==> config.mk <==
export PLATFORM = sky130hd
export DESIGN_NAME = bb3_emit
export DESIGN_NICKNAME = d
export VERILOG_FILES = /design/src/rtl/core/bb3_pkg.sv /design/src/rtl/core/bb3_emit.sv
export SDC_FILE = /design/constraint.sdc
export NUM_CORES = 1
export LEC_CHECK = 0
export BUFFER_PORTS_ARGS = -buffer_cell sky130_fd_sc_hd__buf_2
export CAP_MARGIN = 20
export CORE_ASPECT_RATIO = 1.25
export CORE_UTILIZATION = 58
export CTS_CLUSTER_DIAMETER = 200
export DETAILED_ROUTE_END_ITERATION = 10
export PLACE_DENSITY_LB_ADDON = 0.15
export SETUP_SLACK_MARGIN = 0.3
export SYNTH_ARGS = -nofsm -noshare
export SYNTH_HDL_FRONTEND = slang
export SYNTH_SLANG_ARGS = --single-unit
==> constraint.sdc <==
create_clock -name clock -period 7 [get_ports clock]
set_clock_uncertainty 0.15 [all_clocks]
set_input_delay 0 -clock clock [delete_from_list [all_inputs] [get_ports clock]]
set_output_delay 0 -clock clock [all_outputs]
set_load 0.1 [all_outputs]
==> src/rtl/core/bb3_pkg.sv <==
`timescale 1ns / 1ps
`default_nettype none

package bb3_pkg;

   // Field widths of the stream items.
   localparam int PIXEL_W = 8;
   localparam int ROW_W   = 12;
   localparam int OUTCOL_W = 11;
   localparam int SUM_W   = 12;
   localparam int CSR_W   = 12;

   // Default line store depth and register reset values.
   localparam int MAX_WIDTH_DEFAULT    = 2048;
   localparam logic [CSR_W-1:0] WIDTH_RESET  = 12'd640;
   localparam logic [CSR_W-1:0] HEIGHT_RESET = 12'd480;

   // Register indexes on the configuration port.
   localparam logic CSR_IMAGE_WIDTH  = 1'b0;
   localparam logic CSR_IMAGE_HEIGHT = 1'b1;

   // floor(s / 9) == (s * RECIP_NINE) >> RECIP_SHIFT for every s up to 2295.
   localparam logic [12:0] RECIP_NINE  = 13'd7282;
   localparam int          RECIP_SHIFT = 16;

   // Border replication flags of one completed window.
   typedef struct packed {
      logic row_pre;   // Window center is row 1: row 0 copies it first.
      logic row_post;  // Window center is row height-2: last row copies it.
      logic col_pre;   // Window center is column 1: column 0 copies it first.
      logic col_post;  // Window center is column width-2: last column copies it.
   } bb3_flags_type;

endpackage

`default_nettype wire

==> src/rtl/core/bb3_emit.sv <==
`timescale 1ns / 1ps
`default_nettype none

module bb3_emit
   import bb3_pkg::*;
#(
   parameter int MAX_WIDTH = MAX_WIDTH_DEFAULT
) (
   input  wire logic                              clock,
   input  wire logic                              reset,
   input  wire logic [$clog2(MAX_WIDTH+1)-1:0]    width_eff,
   input  wire logic [ROW_W-1:0]                  height,
   // Completed window.
   input  wire logic                              push,
   output logic                                   push_ready,
   input  wire logic [SUM_W-1:0]                  push_sum,
   input  wire logic [ROW_W-1:0]                  push_row,
   input  wire logic [$clog2(MAX_WIDTH)-1:0]      push_col,
   input  wire bb3_flags_type                     push_flags,
   // Result stream.
   output logic                                   rsp_valid,
   input  wire logic                              rsp_ready,
   output logic [PIXEL_W-1:0]                     rsp_value,
   output logic [ROW_W-1:0]                       rsp_row,
   output logic [OUTCOL_W-1:0]                    rsp_col,
   output logic                                   rsp_last,
   output logic                                   rsp_done
);

   localparam int CW   = $clog2(MAX_WIDTH);
   localparam int EW   = $clog2(MAX_WIDTH + 1);
   localparam int CMPW = (CW + 1 > ROW_W) ? CW + 1 : ROW_W;
   localparam int PW   = SUM_W + 13;

   typedef enum logic [1:0] {
      PH_PRE,
      PH_MAIN,
      PH_POST
   } phase_type;

   logic            valid_ff;
   logic [SUM_W-1:0] sum_ff;
   logic [ROW_W-1:0] row_ff;
   logic [CW-1:0]    col_ff;
   bb3_flags_type    flags_ff;
   phase_type        rph_ff, cph_ff;

   logic                rsp_valid_ff;
   logic [PIXEL_W-1:0]  value_ff;
   logic [ROW_W-1:0]    orow_ff;
   logic [OUTCOL_W-1:0] ocol_ff;
   logic                last_ff, done_ff;

   logic             out_load;
   logic             row_last, col_last, is_last;
   logic [ROW_W-1:0] row_val;
   logic [CW-1:0]    col_val;
   logic [CMPW-1:0]  col_ext;
   logic [PW-1:0]    product;
   logic             done_val;
   phase_type        rph_next, cph_next, col_start;

   assign out_load   = valid_ff && (!rsp_valid_ff || rsp_ready);
   assign push_ready = !valid_ff || (out_load && is_last);

   // Coordinates of the current copy.
   always_comb begin
      unique case (rph_ff)
         PH_PRE:  row_val = '0;
         PH_MAIN: row_val = row_ff;
         PH_POST: row_val = height - ROW_W'(1);
         default: row_val = row_ff;
      endcase
      unique case (cph_ff)
         PH_PRE:  col_val = '0;
         PH_MAIN: col_val = col_ff;
         PH_POST: col_val = CW'(width_eff - EW'(1));
         default: col_val = col_ff;
      endcase
   end

   assign row_last = (rph_ff == PH_POST) || ((rph_ff == PH_MAIN) && !flags_ff.row_post);
   assign col_last = (cph_ff == PH_POST) || ((cph_ff == PH_MAIN) && !flags_ff.col_post);
   assign is_last  = row_last && col_last;

   assign rph_next  = (rph_ff == PH_PRE) ? PH_MAIN : PH_POST;
   assign cph_next  = (cph_ff == PH_PRE) ? PH_MAIN : PH_POST;
   assign col_start = flags_ff.col_pre ? PH_PRE : PH_MAIN;

   assign col_ext  = CMPW'(col_val);
   assign done_val = ((ROW_W + 1)'(row_val) + (ROW_W + 1)'(1) == (ROW_W + 1)'(height)) &&
                     (col_ext + CMPW'(1) == CMPW'(width_eff));

   // Division by nine through the reciprocal.
   assign product = PW'(sum_ff) * PW'(RECIP_NINE);

   // Expander control: walks rows, then columns, of the copy list.
   always_ff @(posedge clock) begin
      if (reset) begin
         valid_ff <= 1'b0;
         rph_ff   <= PH_MAIN;
         cph_ff   <= PH_MAIN;
      end else if (push) begin
         valid_ff <= 1'b1;
         rph_ff   <= push_flags.row_pre ? PH_PRE : PH_MAIN;
         cph_ff   <= push_flags.col_pre ? PH_PRE : PH_MAIN;
      end else if (out_load) begin
         if (is_last) begin
            valid_ff <= 1'b0;
         end else if (col_last) begin
            rph_ff <= rph_next;
            cph_ff <= col_start;
         end else begin
            cph_ff <= cph_next;
         end
      end
   end

   // Window payload.
   always_ff @(posedge clock) begin
      if (push) begin
         sum_ff   <= push_sum;
         row_ff   <= push_row;
         col_ff   <= push_col;
         flags_ff <= push_flags;
      end
   end

   // Output register.
   always_ff @(posedge clock) begin
      if (reset) begin
         rsp_valid_ff <= 1'b0;
      end else if (out_load) begin
         rsp_valid_ff <= 1'b1;
      end else if (rsp_ready) begin
         rsp_valid_ff <= 1'b0;
      end
   end

   always_ff @(posedge clock) begin
      if (out_load) begin
         value_ff <= product[RECIP_SHIFT+PIXEL_W-1:RECIP_SHIFT];
         orow_ff  <= row_val;
         ocol_ff  <= col_ext[OUTCOL_W-1:0];
         last_ff  <= is_last;
         done_ff  <= done_val;
      end
   end

   assign rsp_valid = rsp_valid_ff;
   assign rsp_value = value_ff;
   assign rsp_row   = orow_ff;
   assign rsp_col   = ocol_ff;
   assign rsp_last  = last_ff;
   assign rsp_done  = done_ff;

endmodule

`default_nettype wire

# Word-level counts from Yosys, hierarchy flattened
# Cells that the tools add are included.
# W data, S select, Z words.
totals:
  reg_bits: 77
  in_bits: 67
  elab_cells: 70
op_classes:
  add_sub_neg: 4
  n_mul: 1
  eq_ne: 7
  muxes: 20
  reduce_logical: 23
op_table:
  columns: ["operator", "n"]
  rows:
  - ["$pmux W12 S2", 1]
  - ["$mul A12 B12 Y23 const B", 1]
  - ["$pmux W11 S2", 1]
  - ["$mux W2", 10]
  - ["$add A12 B1 Y13 const B", 1]
  - ["$eq A13 B12 Y1", 1]
  - ["$add A11 B1 Y12 const B", 1]
  - ["$eq A12 B12 Y1", 1]
  - ["$sub A12 B1 Y12 const B", 1]
  - ["$sub A11 B1 Y11 const B", 1]
  - ["$mux W1", 8]
  - ["$reduce_bool A2 Y1", 4]
  - ["$logic_and A1 B1 Y1", 6]
  - ["$eq A2 B1 Y1 const B", 2]
  - ["$eq A2 B2 Y1 const B", 2]
  - ["$logic_not A1 Y1", 4]
  - ["$logic_not A2 Y1", 2]
  - ["$logic_or A1 B1 Y1", 4]
  - ["$reduce_and A2 Y1", 2]
  - ["$reduce_and A3 Y1", 1]
  - ["$ne A2 B2 Y1 const B", 1]

# Logic depth before layout (Yosys ltp)
depth:
  depth_word: 7
  depth_mapped: 19
  ltp_nobuf: 19

# Worst setup path after synthesis
# Ideal clock, no wire load.
synth_timing:
  kind: "register to register"
  start: "register sum_ff[3]"
  end: "register value_ff[7], in the netlist rsp_value[7], data pin"
  t_arrival_ns: 4.741
  t_required_ns: 6.590
  path_slack_ns: 1.849
  stages_incl_launch_ff: 20
  n_path_buf: 0
  synth_period_minus_slack_ns: 5.151
  cell_sequence: "edfxtp_1 inv_1 fa_1 inv_1 ha_1 inv_1 fa_1 inv_1 fa_1 inv_1 fa_1 inv_1 ha_1 a21o_1 a21o_1 a221o_1 a211oi_1 o31ai_1 a21oi_1 xnor2_1"
synth_via:
  elab_chain_cells: 1
synth_rtl:
  columns: ["item", "line", "source"]
  rows:
  - ["start, declared", "bb3_emit.sv:42", "logic [SUM_W-1:0] sum_ff;"]
  - ["start signal, assigned", "bb3_emit.sv:122", "sum_ff <= push_sum;"]
  - ["$mul A12 B12 Y23", "bb3_emit.sv:95", "assign product = PW'(sum_ff) * PW'(RECIP_NINE);"]
  - ["net product[23]", "bb3_emit.sv:59", "logic [PW-1:0] product;"]
  - ["end signal, assigned", "bb3_emit.sv:142", "value_ff <= product[RECIP_SHIFT+PIXEL_W-1:RECIP_SHIFT];"]
  - ["end, declared", "bb3_emit.sv:49", "logic [PIXEL_W-1:0] value_ff;"]
# The timed path passes the listed nets, and every way through them passes these cells.
# A chain may end at the register's enable or synchronous reset.

# Worst setup path in the final report
# Same ends and word-level chain as after synthesis.

==> impl_results.md <==
- Post-Route Setup TNS: 0 ns
- H-tree Lvls: 3
- Crit path DAT: 5.41 ns
- Routed vias/inst: around 6
- Distinct cells, synth: 70
- RePlAce Congestion: approximately 0.91
- Post-Synthesis Cells: 583
- Async SR Flop Fraction: 0%
- Reg clk slew, reported paths: about 0.06 ns
- Highest Signal Layer: met4
- Share of the yosys chip area belonging to registers: 36.2%
- Clk_lat worst skew: approximately 0.34 ns
- Reg2Reg Depth: 19
- Area of the core: 10300 µm²
- R2r setup slk: between 1.5 and 2 ns
- EDFF count, synth: 71
- Sink Count: 77
- Hold path depth: 3
- Slew headroom: 27.4%
- FP Rows: slightly above 40
- DR vias: 5000
- First-pass GRT wire length: 23.7 mm
- CP max FO: 4
- Final setup vio count: 0
- Status: finished, final reports clean
- CTS Root Cell: clkbuf_16
- Vias in the first global route: 5108
- Hold Path End: rsp_row[10]$_DFFE_PP_
- Worst Hold Class: in2reg
- Final wirelength: ~15 mm
- Syn_nets: 750
- CP Capture Type: flip-flop
- Minimum clock period: approximately 5.5 ns
- RSZ-0062 raised after global routing: no
- Final Util: 73.6%
- FF-to-FF Start: sum_ff[3]$_DFFE_PP_
- Die Y: 118 µm
- Total gr overflow: 0
- Power per cell area: 336 nW/µm²
- WL met1: roughly 5.5 mm
- Top FF cell, synth: edfxtp_1
- Fmax: 183 MHz
- Met3 WL post-DR: around 680 µm
- Hpwl dp: 11.0 mm
- Syn. warnings: 0
- Max-slew violation count: 0
- Worst slew pin tran: between 1 and 1.5 ns
- Largest net degree at the start of global routing: 46
- P&R area growth vs syn: 21.4%
- Clock Tree Buf Depth: 2
- Initial cell density of the core: 60.6%
- Ports: approximately 100
- Avg Cell Area, Syn: between 10 and 15 µm²
- Initial DRC Count: 308
- Tcrit/Tclk final: 78.2%
- Max Cap Violations: 0
- Worst reg2reg endpoint: rsp_value[7]$_DFFE_PP_
- Max rail drop VDD: 216 µV
- DRC violations left: 0
- Tot GR Track Use: 28.0%
- Hold Path Origin: height[9]
- Synthesis-stage register bit count: 77
- ANT cells: 0
- Worst EP required: approximately 6.9 ns
- Netlist Area Pre-Place: 6220 µm²
- Share of cells above drive strength 1: a little under a fifth
- WL met2: 8.06 mm
- TritonCTS clock tree: done
- Die Area: 11100 µm²
- Die Wd: ~95 µm
- Port bufs: 101
- Crit start category: flip-flop
- DRT antenna net count: 0
- CP Class: reg2reg
- Cts bufs inserted: 9
- Static Leakage: 3.34 nW
- First drt pass iteration count: 5
- Avg WL per Cell: 17.3 µm
- Fin. Hold Viols: 0
- Initial antenna violation count: 0
- Final-stage net count: 887
state kept, by name (all words and copies together), names as in the netlist, 2 cells and up:
register and flops:
col_ff 11, cph_ff 2, flags_ff 3, row_ff 12, rph_ff 2, rsp_col 11
rsp_row 12, rsp_value 8, sum_ff 12
metrics by stage:
step	worst slack [ns]	hold slack (ns)	power, mW	area (µm²)	std cells
2_1_floorplan	1.85	-0.0809	1.72	6220	583
6_report	1.53	0.00187	2.54	7550	854
3_5_place_dp	1.52	0.0281	2.05	6810	793
4_1_cts	1.52	0.00427	2.54	7550	854
3_3_place_gp	1.68	0.0259	1.98	6810	793
5_1_grt	1.26	0.0320	2.72	7550	854
placed cells by master (no fill, tap or decap), types with 14 or more instances in the layout:
cell           synthesis  final
fa_1                  29     29
xnor2_1               33     33
inv_1                 73     73
buf_2                  5    101
edfxtp_1              71     71
nand3_1               14     14
ha_1                  71     71
o21ai_0               18     18
nand2_1               39     39
dlygate4sd3_1          0     45
logic make-up after synthesis:
family / after synthesis / share of synthesized area, %
xor gates and xnor gates: 46 / 6.48
DFF: 77 / 36.2
muxes: 7 / 1.19
AOI/OAI and AO/OA: 108 / 12.6
adders and majority gates: 100 / 23.6
buffers and inverters: 95 / 5.95
and+or+nand+nor: 150 / 13.9
routing by layer:
| metal | global-route usage, % | vias up |
|---|---|---|
| met2 | 52.0 | 188 |
| li1 | - | 2393 |
| met3 | 4.72 | 50 |
| met5 | 0 | - |
| met4 | 12.1 | 0 |
| met1 | 30.3 | 2369 |
repair_timing:
item | in CTS | in global routing
setup buffers | 0 | 0
resized for setup | 0 | 0
hold buffers | 45 | 0
hold endpoints to repair | 48 | 0
critical path, cell delays in order (launching register included):
cell and delay [ns]:
edfxtp_1 0.46, inv_1 0.10, fa_1 0.55, inv_1 0.06, ha_1 0.30, inv_1 0.06, fa_1 0.52, inv_1 0.05
fa_1 0.53, inv_1 0.05, fa_1 0.54, inv_1 0.04, ha_1 0.31, a21o_1 0.16, a21o_1 0.18, a221o_1 0.44
a211oi_1 0.29, o31ai_1 0.15, a21oi_1 0.19, xnor2_1 0.09
area by class of cell:
cell class	instances	area, µm²
clock buffer	10	229
clock inverter	6	63.8
fill	767	2710
inverter	74	278
multi-input combinational	411	3600
sequential	77	2250
tap	129	161
timing repair buffer	147	963
synth_stat cells, drive strengths merged, types with 6 or more instances:
master | number | share of area (%)
fa | 29 | 9.3
o21ai | 20 | 1.6
or4 | 11 | 1.5
dfxtp | 6 | 1.9
nor2 | 11 | 0.66
xor2 | 13 | 1.8
clkbuf | 14 | 0.84
edfxtp | 71 | 34
nor3b | 6 | 0.80
nor3 | 12 | 1.0
xnor2 | 33 | 4.6
o211ai | 7 | 0.93
nand2 | 39 | 2.4
buf | 7 | 0.64
nand3 | 16 | 1.4
a21o | 10 | 1.2
nor2b | 7 | 0.70
nand2b | 6 | 0.60
inv | 74 | 4.5
ha | 71 | 14
or3 | 7 | 0.70
a21oi | 14 | 1.2
o31ai | 6 | 0.72
a211oi | 9 | 1.1
worst max-delay path by stage:
| stage | endpoint | startpoint | slack, ns | cells after the start |
|---|---|---|---|---|
| 6_report | rsp_value[7]$_DFFE_PP_ | sum_ff[3]$_DFFE_PP_ | 1.53 | 19 |
| 5_1_grt | rsp_value[7]$_DFFE_PP_ | sum_ff[3]$_DFFE_PP_ | 1.26 | 19 |
| 4_1_cts | rsp_value[7]$_DFFE_PP_ | sum_ff[3]$_DFFE_PP_ | 1.52 | 19 |
| 3_5_place_dp | rsp_value[7]$_DFFE_PP_ | sum_ff[3]$_DFFE_PP_ | 1.52 | 19 |
| 3_3_place_gp | rsp_value[7]$_DFFE_PP_ | sum_ff[3]$_DFFE_PP_ | 1.68 | 19 |
| 2_1_floorplan | rsp_value[7]$_DFFE_PP_ | sum_ff[3]$_DFFE_PP_ | 1.85 | 19 |
where the power goes:
group / internal, mW / switching (mW) / leakage, nW
clock network: 0.275 / 0.184 / 0.128
registers: 0.608 / 0.0321 / 0.736
logic: 0.537 / 0.901 / 2.48
total: 1.42 / 1.12 / 3.34
Power figures use the tool's default switching activity.
