$ cat src/rtl/core/bb3_pkg.sv
`timescale 1ns / 1ps
`default_nettype none

package bb3_pkg;

   // Field widths of the stream items.
   localparam int PIXEL_W = 8;
   localparam int ROW_W   = 12;
   localparam int OUTCOL_W = 11;
   localparam int SUM_W   = 12;
   localparam int CSR_W   = 12;

   // Default line store depth and register reset values.
   localparam int MAX_WIDTH_DEFAULT    = 2048;
   localparam logic [CSR_W-1:0] WIDTH_RESET  = 12'd640;
   localparam logic [CSR_W-1:0] HEIGHT_RESET = 12'd480;

   // Register indexes on the configuration port.
   localparam logic CSR_IMAGE_WIDTH  = 1'b0;
   localparam logic CSR_IMAGE_HEIGHT = 1'b1;

   // floor(s / 9) == (s * RECIP_NINE) >> RECIP_SHIFT for every s up to 2295.
   localparam logic [12:0] RECIP_NINE  = 13'd7282;
   localparam int          RECIP_SHIFT = 16;

   // Border replication flags of one completed window.
   typedef struct packed {
      logic row_pre;   // Window center is row 1: row 0 copies it first.
      logic row_post;  // Window center is row height-2: last row copies it.
      logic col_pre;   // Window center is column 1: column 0 copies it first.
      logic col_post;  // Window center is column width-2: last column copies it.
   } bb3_flags_type;

endpackage

`default_nettype wire

$ cat src/rtl/core/bb3_window.sv
`timescale 1ns / 1ps
`default_nettype none

module bb3_window
   import bb3_pkg::*;
#(
   parameter int MAX_WIDTH = MAX_WIDTH_DEFAULT
) (
   input  wire logic                              clock,
   input  wire logic                              reset,
   // Pixel entering, with its position; the line store read is issued alongside.
   input  wire logic                              load,
   input  wire logic [PIXEL_W-1:0]                load_pixel,
   input  wire logic [ROW_W-1:0]                  load_row,
   input  wire logic [$clog2(MAX_WIDTH)-1:0]      load_col,
   output logic                                   ready,
   // Frame geometry.
   input  wire logic [$clog2(MAX_WIDTH+1)-1:0]    width_eff,
   input  wire logic [ROW_W-1:0]                  height,
   // Line store read data and write back.
   input  wire logic [2*PIXEL_W-1:0]              mem_rd_data,
   output logic                                   mem_wr_en,
   output logic [$clog2(MAX_WIDTH)-1:0]           mem_wr_addr,
   output logic [2*PIXEL_W-1:0]                   mem_wr_data,
   // Completed window toward the result expander.
   output logic                                   push,
   input  wire logic                              push_ready,
   output logic [SUM_W-1:0]                       push_sum,
   output logic [ROW_W-1:0]                       push_row,
   output logic [$clog2(MAX_WIDTH)-1:0]           push_col,
   output bb3_flags_type                          push_flags
);

   localparam int CW   = $clog2(MAX_WIDTH);
   localparam int EW   = $clog2(MAX_WIDTH + 1);
   localparam int CMPW = (CW + 1 > ROW_W) ? CW + 1 : ROW_W;

   logic                 valid_ff, valid_in;
   logic [PIXEL_W-1:0]   pix_ff;
   logic [ROW_W-1:0]     row_ff;
   logic [CW-1:0]        col_ff;
   logic                 fwd_hit_ff, fwd_hit_in;
   logic [2*PIXEL_W-1:0] fwd_data_ff;
   logic [PIXEL_W-1:0]   win_ff [6];
   logic [PIXEL_W-1:0]   upper, lower;
   logic [2*PIXEL_W-1:0] entry;
   logic                 has_window;
   logic                 fire;
   logic [SUM_W-1:0]     sum;

   // A write back at the same edge as the read of the same entry is forwarded.
   assign entry = fwd_hit_ff ? fwd_data_ff : mem_rd_data;
   assign upper = entry[2*PIXEL_W-1:PIXEL_W];
   assign lower = entry[PIXEL_W-1:0];

   // Sum of the nine window pixels.
   always_comb begin
      sum = SUM_W'(upper) + SUM_W'(lower) + SUM_W'(pix_ff);
      for (int k = 0; k < 6; k++) begin
         sum = sum + SUM_W'(win_ff[k]);
      end
   end

   assign has_window = (row_ff >= ROW_W'(2)) && (col_ff >= CW'(2)) &&
                       (width_eff >= EW'(3)) && (height >= ROW_W'(3));
   assign fire  = valid_ff && (!has_window || push_ready);
   assign ready = !valid_ff || fire;

   assign fwd_hit_in = fire && (col_ff == load_col);
   assign valid_in   = load ? 1'b1 : (fire ? 1'b0 : valid_ff);

   // Stage control.
   always_ff @(posedge clock) begin
      if (reset) begin
         valid_ff   <= 1'b0;
         fwd_hit_ff <= 1'b0;
      end else begin
         valid_ff <= valid_in;
         if (load) begin
            fwd_hit_ff <= fwd_hit_in;
         end
      end
   end

   // Stage payload.
   always_ff @(posedge clock) begin
      if (load) begin
         pix_ff      <= load_pixel;
         row_ff      <= load_row;
         col_ff      <= load_col;
         fwd_data_ff <= {lower, pix_ff};
      end
   end

   // Window columns shift left as each pixel completes.
   always_ff @(posedge clock) begin
      if (reset) begin
         for (int k = 0; k < 6; k++) begin
            win_ff[k] <= '0;
         end
      end else if (fire) begin
         for (int k = 0; k < 3; k++) begin
            win_ff[k] <= win_ff[k+3];
         end
         win_ff[3] <= upper;
         win_ff[4] <= lower;
         win_ff[5] <= pix_ff;
      end
   end

   // Rows shift down by one in the line store entry.
   assign mem_wr_en   = fire;
   assign mem_wr_addr = col_ff;
   assign mem_wr_data = {lower, pix_ff};

   assign push       = valid_ff && has_window && push_ready;
   assign push_sum   = sum;
   assign push_row   = row_ff - ROW_W'(1);
   assign push_col   = col_ff - CW'(1);

   // The center sits one row and one column behind the pixel that completes it.
   assign push_flags.row_pre  = (row_ff == ROW_W'(2));
   assign push_flags.row_post = ((ROW_W + 1)'(row_ff) + (ROW_W + 1)'(1) ==
                                 (ROW_W + 1)'(height));
   assign push_flags.col_pre  = (col_ff == CW'(2));
   assign push_flags.col_post = (CMPW'(col_ff) + CMPW'(1) == CMPW'(width_eff));

endmodule

`default_nettype wire

$ cat config.mk
export PLATFORM = sky130hd
export DESIGN_NAME = bb3_window
export DESIGN_NICKNAME = d
export VERILOG_FILES = /design/src/rtl/core/bb3_pkg.sv /design/src/rtl/core/bb3_window.sv
export SDC_FILE = /design/constraint.sdc
export NUM_CORES = 1
export LEC_CHECK = 0
export BUFFER_PORTS_ARGS = -buffer_cell sky130_fd_sc_hd__buf_2
export CORE_MARGIN = 5
export CORE_UTILIZATION = 25
export DETAILED_ROUTE_END_ITERATION = 12
export PLACE_DENSITY_LB_ADDON = 0.2
export RECOVER_POWER = 50
export SLEW_MARGIN = 20
export SYNTH_ARGS = -nofsm -noshare
export SYNTH_HDL_FRONTEND = slang
export SYNTH_SLANG_ARGS = --single-unit
$ cat constraint.sdc
create_clock -name clock -period 16.06 [get_ports clock]
set_input_delay 3.212 -clock clock [delete_from_list [all_inputs] [get_ports clock]]
set_output_delay 3.212 -clock clock [all_outputs]
set_load 0.02 [all_outputs]
### Word level (Yosys, flattened, before mapping)

Memories as Yosys holds them, arrays and structs flattened.
Index checks and enable logic that the tools add are counted.

* register bits after elaboration: 49
* latch bits: 0
* RAM bits: 48
* bits in read-only memories: 0
* input bits: 75
* word-level logic and storage cells: 60
* memories: 1

Memories
* win_ff: words 6, width 8, read ports 6, clocked after Yosys merged registers in 0, write ports 6, RTL line bb3_window.sv:44 `logic [PIXEL_W-1:0] win_ff [6];`

* $add $sub $neg: 12
* multiply operators: 0
* divide/modulo/power cells: 0
* magnitude comparators: 4
* equality and inequality tests: 5
* shift operators: 0
* multiplexer cells: 14
* bitwise logic cells: 6
* reductions and logical operators: 12

Operators with widths (number)
* 12-bit by 8-bit adder with 12-bit output: 4
* 8-bit 2-to-1 mux: 6
* 12-bit by 2-bit >= comparator with 1-bit output, second input constant: 3
* 16-bit 2-to-1 mux: 1
* 12-bit by 1-bit adder with 13-bit output, second input constant: 1
* 13-bit by 12-bit equality test with 1-bit output: 1
* 11-bit by 1-bit adder with 12-bit output, second input constant: 1
* 11-bit by 8-bit adder with 12-bit output: 1
* 12-bit equality test: 1
* 12-bit by 2-bit equality test with 1-bit output, second input constant: 1
* 12-bit by 1-bit subtractor with 12-bit output, second input constant: 1
* 10-bit by 8-bit adder with 11-bit output: 1
* 11-bit equality test: 1
* 11-bit by 2-bit equality test with 1-bit output, second input constant: 1
* 11-bit by 2-bit >= comparator with 1-bit output, second input constant: 1
* 11-bit by 1-bit subtractor with 11-bit output, second input constant: 1
* 9-bit by 8-bit adder with 10-bit output: 1
* 8-bit by 8-bit adder with 9-bit output: 1
* 1-bit logical AND: 7
* 1-bit 2-to-1 mux: 7
* 1-bit bitwise OR: 6
* 1-bit logical NOT: 2
* 1-bit logical OR: 2
* 2-bit nonzero test: 1

### Longest topological paths before layout

* depth after elaboration: 11
* depth in mapped cells: 16
* mapped depth without buffers: 15

### Worst setup path after synthesis

No wires, ideal clock.

* path type: input port to output port
* from: in mem_rd_data[2]
* to: out push_sum[10]
* arrival time: 7.040 ns
* required time: 12.848 ns
* slack: 5.808 ns
* stages on the path: 13
* cells stage by stage: mux2i_1 -> fa_1 -> inv_1 -> fa_1 -> fa_1 -> fa_1 -> ha_1 -> fa_1 -> a21o_1 -> a21oi_1 -> o21ai_1 -> o41ai_1 -> xnor2_1

* longest elaborated chain between the ends: 9

Ends and longest elaborated chain
* start: declaration: RTL line bb3_window.sv:21 `input wire logic [2*PIXEL_W-1:0] mem_rd_data,`
* 16-bit 2-to-1 mux: RTL line bb3_window.sv:52 `assign entry = fwd_hit_ff ? fwd_data_ff : mem_rd_data;`
* 8-bit by 8-bit adder with 9-bit output: RTL line bb3_window.sv:58 `sum = SUM_W'(upper) + SUM_W'(lower) + SUM_W'(pix_ff);`
* 9-bit by 8-bit adder with 10-bit output: RTL line bb3_window.sv:58
* 10-bit by 8-bit adder with 11-bit output: RTL line bb3_window.sv:60 `sum = sum + SUM_W'(win_ff[k]);`
* 11-bit by 8-bit adder with 12-bit output: RTL line bb3_window.sv:60
* 12-bit by 8-bit adder with 12-bit output (4 in series): RTL line bb3_window.sv:60
* end: declaration: RTL line bb3_window.sv:28 `output logic [SUM_W-1:0] push_sum,`

No other way between the ends.

### Worst setup path after layout

Ends and elaborated chain as after synthesis.

==> impl.org <==
** Timing
- In the finished design, the share of the clock period the worst path needs comes to 0.669.
- Setup violations remaining at the end of the flow were counted as 0.
- Number of hold-slack violations in the final timing report :: 0
- Highest Clock Rate :: 93.1 MHz
- Slew Limit Headroom :: -1.12
- Hold timing on the final database bottoms out at a slack of 0.489 ns.
- The count of final max-slew check failures is 51.
- Clock period minus worst slack :: 10.74 ns
- Setup repair after global routing left no endpoint under its margin.
- Worst slew pin tran :: 3.17 ns
- The clock arrives with 0.0114 ns of skew.
- Adding up every negative setup slack in the final design gives 0 ns.

** Die
- Chip Height :: 174 um
- The floorplan has 60 rows.
- Die outline area :: 30,300 um^2
- Starting density of the core :: 0.252
- The floorplan step set the die width to 174 um.
- I/O pin count :: 144
- Core ar. :: 26,700 um^2

** Finish
- Area growth from synthesis to final layout :: 18.6%
- Fraction of layout cells with a size suffix above 1 :: 0.199
- Fill count :: 2,837
- Diodes inserted :: 0
- In the final design database the tool counted 860 nets.

** Yosys
- In this run, distinct cell masters in the synthesized netlist total 54.
- In the synthesized netlist the dominant register cell turns out to be sky130_fd_sc_hd__edfxtp_1.
- Counting flops with an async set or reset pin after synthesis yields a share of 0.
- Number of instances in the synthesized netlist :: 586
- In this run the mean area of a mapped cell was 11.5 um^2.
- Fraction of the yosys area taken by sequential cells :: 0.430
- In this run, synthesis inferred 95 flip-flops with an integrated enable.
- YS warnings :: 0
- The number of nets handed over by synthesis was 734.
- In this run the cell area of the synthesized design comes to 6730 um^2.
- After synthesis the netlist holds a flip-flop and latch count of 97.

** Clock tree
- Clock transition at the registers of the reported paths :: 0.07 ns
- After clock tree synthesis, the flow added hold-fix buffers numbering 0.
- Bufs on Longest Clock Path :: 2
- In this run the post-CTS setup repair buffer count came out at 0.
- After clock tree synthesis, the repair step resized 0 gates.
- Level count of the clock H-tree :: 3
- TritonCTS built the clock tree.
- Number of clock sinks :: 97
- Clock tree root driver cell :: sky130_fd_sc_hd__clkbuf_16
- Worst-Skew Late Latency :: 0.35 ns
- Buffers inserted during clock tree synthesis total 9.

** Pwr
- Summing internal, switching and leakage power gives 1.16 mW.
- Max VDD drop :: 0.0587 mV
- Cell leakage power :: 3.30 nW
- Pwr/cell area :: 145 nW/um^2

** Setup path
- Critical path class :: input pin to output port
- In this run the critical register-to-register path is launched from mem_wr_addr[0]$_DFFE_PP_.
- Capture point of the worst reg-to-reg path :: win_ff[3][1]$_SDFFCE_PN0P_
- Number of stages on the worst setup path :: 15
- On the critical path, the stage with the largest delay is an instance of sky130_fd_sc_hd__fa_1.
- STA puts the critical path data required time at 12.85 ns.
- Of all nets on the critical path, the largest fanout is 3.
- Cells along the critical path :: buf_2 -> mux2i_1 -> fa_1 -> inv_1 -> fa_1 -> fa_1 -> fa_1 -> ha_1 -> fa_1 -> a21o_1 -> a21oi_1 -> o21ai_1 -> o41ai_1 -> xnor2_1 -> buf_2
- Grouping stages by cell kind, the critical path spends the most delay in adder cells.
- Endpoint kind of the worst setup timing path :: output port
- Worst R2R Setup Slack :: 13.16 ns
- The largest single stage delay on the critical path is 0.52 ns.
- CP startpoint :: mem_rd_data[2]
- The worst setup path is launched from an input pin.
- Data arrives at the worst endpoint at 7.53 ns.
- Number of buffers and inverters on the critical path :: 3
- The most critical setup path has its endpoint at push_sum[10].
- Worst-case reg-to-reg path depth :: 8
- Most frequent CP cell :: sky130_fd_sc_hd__fa_1

** Placed design
- At the end of routability-driven placement, the weighted congestion stood at 0.778.
- Summed over all nets, the half-perimeter wirelength after detailed placement is 12.8 mm.
- During placement, the flow inserted port buffers numbering 143.

** GRT
- Overall global routing resource usage :: 0.112
- Pin count of the biggest net entering global routing :: 51
- First-pass GRT wire length :: 26.8 mm
- The number of global-route vias before repair was 4,916.
- The number of antenna violations at the first check in global routing came to 2.
- Congestion Overflow GR :: 0

** Detailed routing
- Avg WL per Cell :: 15.6 um
- Summed over all layers, the routed wires come to 16.6 mm.
- The count of nets left with antenna violations once routing finished came out at 0.
- Iter 0 DRT Violations :: 187
- Residual DRC :: 0
- Using the TritonRoute via totals, the vias-per-cell ratio works out to 4.28.
- The pre-antenna-repair detailed-routing pass consisted of 4 iterations.
- Routed via count :: 4,531

** Outcome
- The flow ran to the end, but the final reports show violations.
- The final reports fail on max-capacitance violations, max-slew violations.

** Flow run
- Across the run, the number of max-cap violations was 1.

** Min path
- Kind of path behind the tightest hold check :: flop to flop
## cells in the final DEF (no fill, tap or decap), types with 3 or more instances in the layout
cell,synthesis,final
sky130_fd_sc_hd__and4_1,4,4
sky130_fd_sc_hd__nand4_1,8,8
sky130_fd_sc_hd__nor4_1,10,10
sky130_fd_sc_hd__nor3_1,12,12
sky130_fd_sc_hd__nand2b_1,6,6
sky130_fd_sc_hd__and2_1,25,25
sky130_fd_sc_hd__ha_1,19,19
sky130_fd_sc_hd__o31ai_1,3,3
sky130_fd_sc_hd__buf_2,15,117
sky130_fd_sc_hd__nand4b_1,3,3
sky130_fd_sc_hd__o21ai_1,4,3
sky130_fd_sc_hd__inv_1,92,92
sky130_fd_sc_hd__edfxtp_1,95,95
sky130_fd_sc_hd__clkbuf_16,0,9
sky130_fd_sc_hd__a21oi_1,8,8
sky130_fd_sc_hd__xor2_1,22,22
sky130_fd_sc_hd__clkbuf_1,3,29
sky130_fd_sc_hd__a31oi_1,3,3
sky130_fd_sc_hd__nand2_1,21,21
sky130_fd_sc_hd__nand3_1,15,15
sky130_fd_sc_hd__fa_1,54,54
sky130_fd_sc_hd__o2111ai_1,3,3
sky130_fd_sc_hd__xnor2_1,40,40
sky130_fd_sc_hd__nor2_1,49,49
sky130_fd_sc_hd__mux2i_1,15,15
sky130_fd_sc_hd__a211oi_1,5,5
## worst register-to-register path, stage by stage, from the launching register on
cell	delay [ns]
sky130_fd_sc_hd__edfxtp_1	0.54
sky130_fd_sc_hd__inv_1	0.18
sky130_fd_sc_hd__ha_1	0.18
sky130_fd_sc_hd__nor2_1	0.04
sky130_fd_sc_hd__nand4_1	0.20
sky130_fd_sc_hd__o31ai_4	0.13
sky130_fd_sc_hd__o31ai_4	0.17
sky130_fd_sc_hd__clkbuf_1	0.98
sky130_fd_sc_hd__nor2_1	0.15
## synth_stat cells, types with 4 or more instances
master,number,area [um^2]
sky130_fd_sc_hd__nand2_1,21,78.8
sky130_fd_sc_hd__nor3_1,12,60.1
sky130_fd_sc_hd__nor2_1,49,184
sky130_fd_sc_hd__xor2_1,22,193
sky130_fd_sc_hd__fa_1,54,1080
sky130_fd_sc_hd__nor4_1,10,62.6
sky130_fd_sc_hd__o21ai_1,4,20.0
sky130_fd_sc_hd__and2_1,25,156
sky130_fd_sc_hd__xnor2_1,40,350
sky130_fd_sc_hd__inv_1,92,345
sky130_fd_sc_hd__buf_2,15,75.1
sky130_fd_sc_hd__mux2i_1,15,150
sky130_fd_sc_hd__ha_1,19,238
sky130_fd_sc_hd__a211oi_1,5,37.5
sky130_fd_sc_hd__nand4_1,8,50.1
sky130_fd_sc_hd__a21oi_1,8,40.0
sky130_fd_sc_hd__nand3_1,15,75.1
sky130_fd_sc_hd__buf_4,12,90.1
sky130_fd_sc_hd__nand2b_1,6,37.5
sky130_fd_sc_hd__and4_1,4,35.0
sky130_fd_sc_hd__edfxtp_1,95,2850
## flip-flops by register name, indices dropped and copies added (netlist names)
signal,cells
win_ff,48
fwd_data_ff,16
row_ff,12
mem_wr_addr,11
pix_ff,8
fwd_hit_ff,1
valid_ff,1
## layout make-up
cell class | count | area [um^2] | share of cell area
inverters | 92 | 345 | 0.0433
clock buffers | 10 | 229 | 0.0287
repair buffers | 147 | 706 | 0.0885
multi-input cells | 365 | 3310 | 0.415
well taps | 341 | 427 | 0.0535
flip-flops and latches | 97 | 2890 | 0.363
clock inverters | 6 | 66.3 | 0.00831
## how the worst min path moves through the flow
stage                                from                         end  slack, ns  cells after the start
5_1_grt               pix_ff[5]$_DFFE_PP_    fwd_data_ff[5]$_DFFE_PP_       0.52                      0
3_3_place_gp          pix_ff[5]$_DFFE_PP_    fwd_data_ff[5]$_DFFE_PP_       0.46                      0
6_report              pix_ff[7]$_DFFE_PP_    fwd_data_ff[7]$_DFFE_PP_       0.49                      0
4_1_cts               pix_ff[7]$_DFFE_PP_    fwd_data_ff[7]$_DFFE_PP_       0.49                      0
3_5_place_dp          pix_ff[7]$_DFFE_PP_    fwd_data_ff[7]$_DFFE_PP_       0.47                      0
2_1_floorplan  win_ff[5][1]$_SDFFCE_PN0P_  win_ff[2][1]$_SDFFCE_PN0P_       0.54                      2
## report_power, final
group          internal (mW)  switching, mW  leakage, nW
logic                  0.239          0.377         2.18
registers              0.298         0.0194        0.983
clock network          0.121          0.100        0.137
total                  0.659          0.497         3.30
## metrics by stage
stage               std cells  setup slack [ns]  utilization  area, um^2
floorplan                 586              5.81            -        6730
global placement         1042              5.31        0.289        7720
detailed placement       1042              5.28        0.289        7720
CTS                      1058              5.25        0.300        8020
global route             1058              4.99        0.299        7980
finish                   1058              5.32        0.299        7980
## metal layers
layer | vias to the layer above | part of all wire | track usage
met5 | - | 0.0016 | 0
met4 | 4 | 0.010 | 0.0234
met3 | 16 | 0.066 | 0.0389
met2 | 109 | 0.47 | 0.188
met1 | 2192 | 0.45 | 0.140
li1 | 2210 | - | -
## cell families (layout without fill, tap and decap cells)
family,count (synthesis),in the layout,synth area share
simple gates,166,166,0.133
buf+inv,124,255,0.0809
flops,97,97,0.430
fa+ha+maj,73,73,0.196
xor+xnor,62,62,0.0807
compound gates,47,47,0.0543
mux,17,17,0.0257
Note: power is estimated with default switching activity, not from simulation.
